File: config.mk
export PLATFORM = sky130hd
export DESIGN_NAME = tfmc_ram
export DESIGN_NICKNAME = d
export VERILOG_FILES = /design/src/sv/tfmc_ram.sv
export SDC_FILE = /design/constraint.sdc
export NUM_CORES = 1
export LEC_CHECK = 0
export BUFFER_PORTS_ARGS = -buffer_cell sky130_fd_sc_hd__buf_2
export CAP_MARGIN = 40
export CORE_ASPECT_RATIO = 1.2
export CORE_UTILIZATION = 44
export CTS_CLUSTER_DIAMETER = 40
export CTS_CLUSTER_SIZE = 12
export DETAILED_ROUTE_END_ITERATION = 8
export HOLD_SLACK_MARGIN = 0.06
export PLACE_DENSITY = 0.65
export RECOVER_POWER = 25
export SLEW_MARGIN = 20
export SYNTH_ARGS = -nofsm -noshare
export SYNTH_HDL_FRONTEND = slang
export SYNTH_SLANG_ARGS = --single-unit
File: constraint.sdc
create_clock -name clk -period 2.85 [get_ports clk]
set_input_delay 0.855 -clock clk [delete_from_list [all_inputs] [get_ports clk]]
set_output_delay 0.855 -clock clk [all_outputs]
set_load 0.02 [all_outputs]
File: src/sv/tfmc_ram.sv
// Generic simple dual-port RAM with registered read.
module tfmc_ram #(
	parameter int WIDTH = 8,
	parameter int DEPTH = 16
) (
	input  logic                     clk,
	input  logic                     we,
	input  logic [$clog2(DEPTH)-1:0] waddr,
	input  logic [WIDTH-1:0]         wdata,
	input  logic                     re,
	input  logic [$clog2(DEPTH)-1:0] raddr,
	output logic [WIDTH-1:0]         rdata
);

	logic [WIDTH-1:0] mem_q [DEPTH];

	always_ff @(posedge clk) begin
		if (we) begin
			mem_q[waddr] <= wdata;
		end
		if (re) begin
			rdata <= mem_q[raddr];
		end
	end

endmodule

Word-level counts from Yosys, hierarchy flattened
Memory sizes are Yosys's and may differ from the RTL's. A register that Yosys moved wholly into a read port is not among the register bits. Index checks and enable logic that the tools add are counted. W data, S select, Z words.

Flip-flop bits (word level): 0. Latch bits: 0. Memory bits (writable): 128. Bits in read-only memories: 0. Bits of input ports: 19. Output and inout port bits: 8. Word-level logic and storage cells: 3. Memories: 1.

Memories: mem_q (depth 16, width 8, rd ports 1, clocked after memory_dff 1, wr ports 1, line 15) `logic [WIDTH-1:0] mem_q [DEPTH];`.

Add/sub/neg operators: 0. $mul: 0. Divide/modulo/power cells: 0. $lt $le $gt $ge: 0. Equal/unequal tests: 0. Shift-type cells: 0. Multiplexer cells: 2. Bitwise logic cells: 0. Reductions and logical operators: 0.

Operators by type and width (count): $mux W1 (2).

Logic depth before layout (Yosys ltp)
Depth in word-level cells: 2. Depth in mapped cells: 5. Gate-level depth less buffers: 3.

Least setup slack after synthesis
OpenSTA, ideal clock, no wires.

Path kind: in2reg. Start point: input port waddr[2]. End point: memory mem_q[0][0], enable pin. Library setup time: 0.383 ns. Arrival time: 1.965 ns. Required time: 2.467 ns. Slack: 0.502 ns. Cell stages on the path: 2. Buffers on the path: 0. Path through: or3b_2 -> nor3_1.

RTL lines: from (decl) (line 8) `input logic [$clog2(DEPTH)-1:0] waddr,`; to (decl) (line 15).

Straight into the memory's write port.

==> flow_summary.ini <==
[logic_synthesis]
async_flop_share_pct = 0
yosys_warnings = 0
synth-compound-area-share_pct = 2.30
yosys_register_bits = 136
ys_seq_area_share_pct = 78.1
synthTopCellsByCount = edfxtp_1, mux4_2, a22oi_1
netlist_area_um2 = 5230
muxShareOfSynthArea_pct = 14.8
post-synth-top-count-cell = edfxtp_1
synth-adder-area-share_pct = 0
syn_area_per_cell_um2 = 22.8
synth_cell_types = 18
synth.area.top_cells = edfxtp_1, mux4_2, mux4_1
synth_simple_gate_area_share_pct = 3.14
synth_top_family_by_area = multiplexers
syn-instance-count = 229
yosys.area.top_type_share_pct = 78.1
syn_nets = 248
synth_edf_count = 136
yosysTopAreaCell = edfxtp_1
synth-xor-area-share_pct = 0
synth_top_flop_cell = edfxtp_1

[sta]
min_period_ns = 2.04
final_hold_viol_count = 0
drv_slew = 0
fin_crit_sh_pct = 71.5
slew_headroom_pct = 55.2
fin_skew_ns = 0.00601
setup_tns_ns = 0
clock.fmax_mhz = 491
holdWs_ns = 0.741
worst_pin_slew_ns = 0.671
rsz0062_at_grt = no
setup_viol_count_final = 0

[routing]
wire_per_inst_um = 22.0
via_per_inst = 5.43
drc = 0
antenna_left = 0
drt_pre_antenna_iters = 4
vias = 2489
drt_iter0_markers = 197
routed_wl_um = 10100

[placed_design]
post-place-cells = 426
port_buffers = 26
gp_congestion = 0.793
hpwl_um = 6390

[clocking]
cts-hold-fix-buffers = 0
cts_root_buf = clkbuf_16
cts_tree = yes
postCtsSetupBuffers = 0
clk_pin_slew_worst_paths_ns = 0.06
cts_resized = 0
clockBufferDepth = 2
cts_num_sinks = 136
cts_made_buffers = 17
insertion_delay_ns = 0.41
htree_levels = 4

[grt]
gr-usage-all-layers_pct = 18.8
grt-ovfl-total = 0
grt_max_degree = 33
antenna_found_initial = 0
grt_pass1_vias = 2632
grt_pass1_wl_um = 15600

[worst_hold_path]
hold_path_startpoint = mem_q[15][2]
whs_path_depth = 3
hold_end = rdata[2]
min_path_type = flip-flop to flip-flop

[power]
p_leak_uw = 0.00212
ir_drop_mv = 0.477
power_density_nw_per_um2 = 752
finalPower_uw = 4710

[die]
dieWidth_um = 102
rows = 43
core_area_um2 = 11600
chipHeight_um = 121
boundaryPins = 27
dieArea_um2 = 12300
initial_core_util_pct = 45.2

[outcome]
outcome = finished clean

[critical_path]
critPathSlowestCell = buf_2
reg2reg_depth = 3
worstPathRequired_ns = 3.01
cp_num_buf_inv = 2
r2r_setup_slack_ns = 1.35
critPathArrivalTime_ns = 2.20
endpoint_kind = flip-flop
crit-reg2reg-capture = rdata[0]
start_kind = input port
path_cells = buf_2 -> buf_4 -> mux4_1 -> a22oi_1 -> nand2_1
cp_max_fo = 15
r2r_start = mem_q[2][0]
cpPeakStageDelay_ns = 0.36
path_delay_family = buffers and inverters
critical_path_class = input port to flip-flop

[final_layout]
fin_cells = 458
layout.nets = 307
fillers = 871
final_util_pct = 54.1
area_growth_syn_to_layout_pct = 19.8
antenna_cells = 0
layout-drive-gt1-share_pct = 30.9

[job]
max_cap_viol_count = 0
==> kinds of logic after synthesis <==
family | after synthesis
buffers and inverters | 10
and+or+nand+nor | 35
AOI/OAI and AO/OA | 16
muxes | 32
DFF | 136
==> registers in the layout, summed over array words and instances, names as in the netlist <==
register and cells:
rdata 8, mem_q 128
==> final cells by class <==
cell class / count / area [um^2] / share of cell area, %
clock buffer: 17 / 425 / 6.79
timing repair buffer: 50 / 315 / 5.03
tap: 157 / 196 / 3.14
clock inverter: 15 / 184 / 2.94
sequential: 136 / 4080 / 65.2
multi-input combinational: 83 / 1060 / 16.9
==> worst register-to-register path: cells and delay by family (launching register included) <==
kind / cells / cell delay, ns
multiplexers: 1 / 0.53
flip-flops: 1 / 0.37
AO/OA/AOI/OAI: 1 / 0.27
AND/OR/NAND/NOR: 1 / 0.08
==> metal layers <==
layer / routed length, um / global-route usage (%)
met1: 4370 / 24.3
met2: 5090 / 29.6
met3: 473 / 5.36
met4: 159 / 8.06
met5: 0 / 0
==> metrics by stage <==
step	cell area (um^2)	setup WS [ns]
4_1_cts	6270	0.824
6_report	6260	0.814
2_1_floorplan	5230	0.502
5_1_grt	6260	0.747
3_5_place_dp	5660	0.386
3_3_place_gp	5660	0.364
==> cell usage in the layout, fill, tap and decap left out, types with 3 or more instances in the layout <==
master | netlist | routed
clkbuf_16 | 0 | 17
buf_4 | 1 | 23
edfxtp_1 | 136 | 136
nand2_1 | 9 | 9
clkinv_2 | 0 | 5
a22oi_1 | 16 | 16
bufinv_16 | 0 | 4
buf_2 | 3 | 20
mux4_1 | 14 | 14
nor2_1 | 13 | 13
clkinvlp_4 | 0 | 3
clkbuf_1 | 0 | 6
nor3_1 | 4 | 4
mux4_2 | 18 | 18
==> how the worst max path moves through the flow <==
stage,slack (ns),depth (start not counted),endpoint,from
global placement,0.36,5,rdata[0],raddr[1]
floorplan,0.50,2,mem_q[0][0],waddr[2]
global route,0.75,5,rdata[5],raddr[0]
detailed placement,0.39,5,rdata[5],raddr[0]
CTS,0.82,5,rdata[2],raddr[1]
finish,0.81,5,rdata[0],raddr[1]
==> power breakdown <==
group          total (uW)  switching, uW  internal (uW)  leakage (uW)
Clock                2230            784           1450      0.000293
Sequential           2270           11.6           2250       0.00124
Combinational         215            127           87.4      0.000588
(Power assumes the default switching activity.)
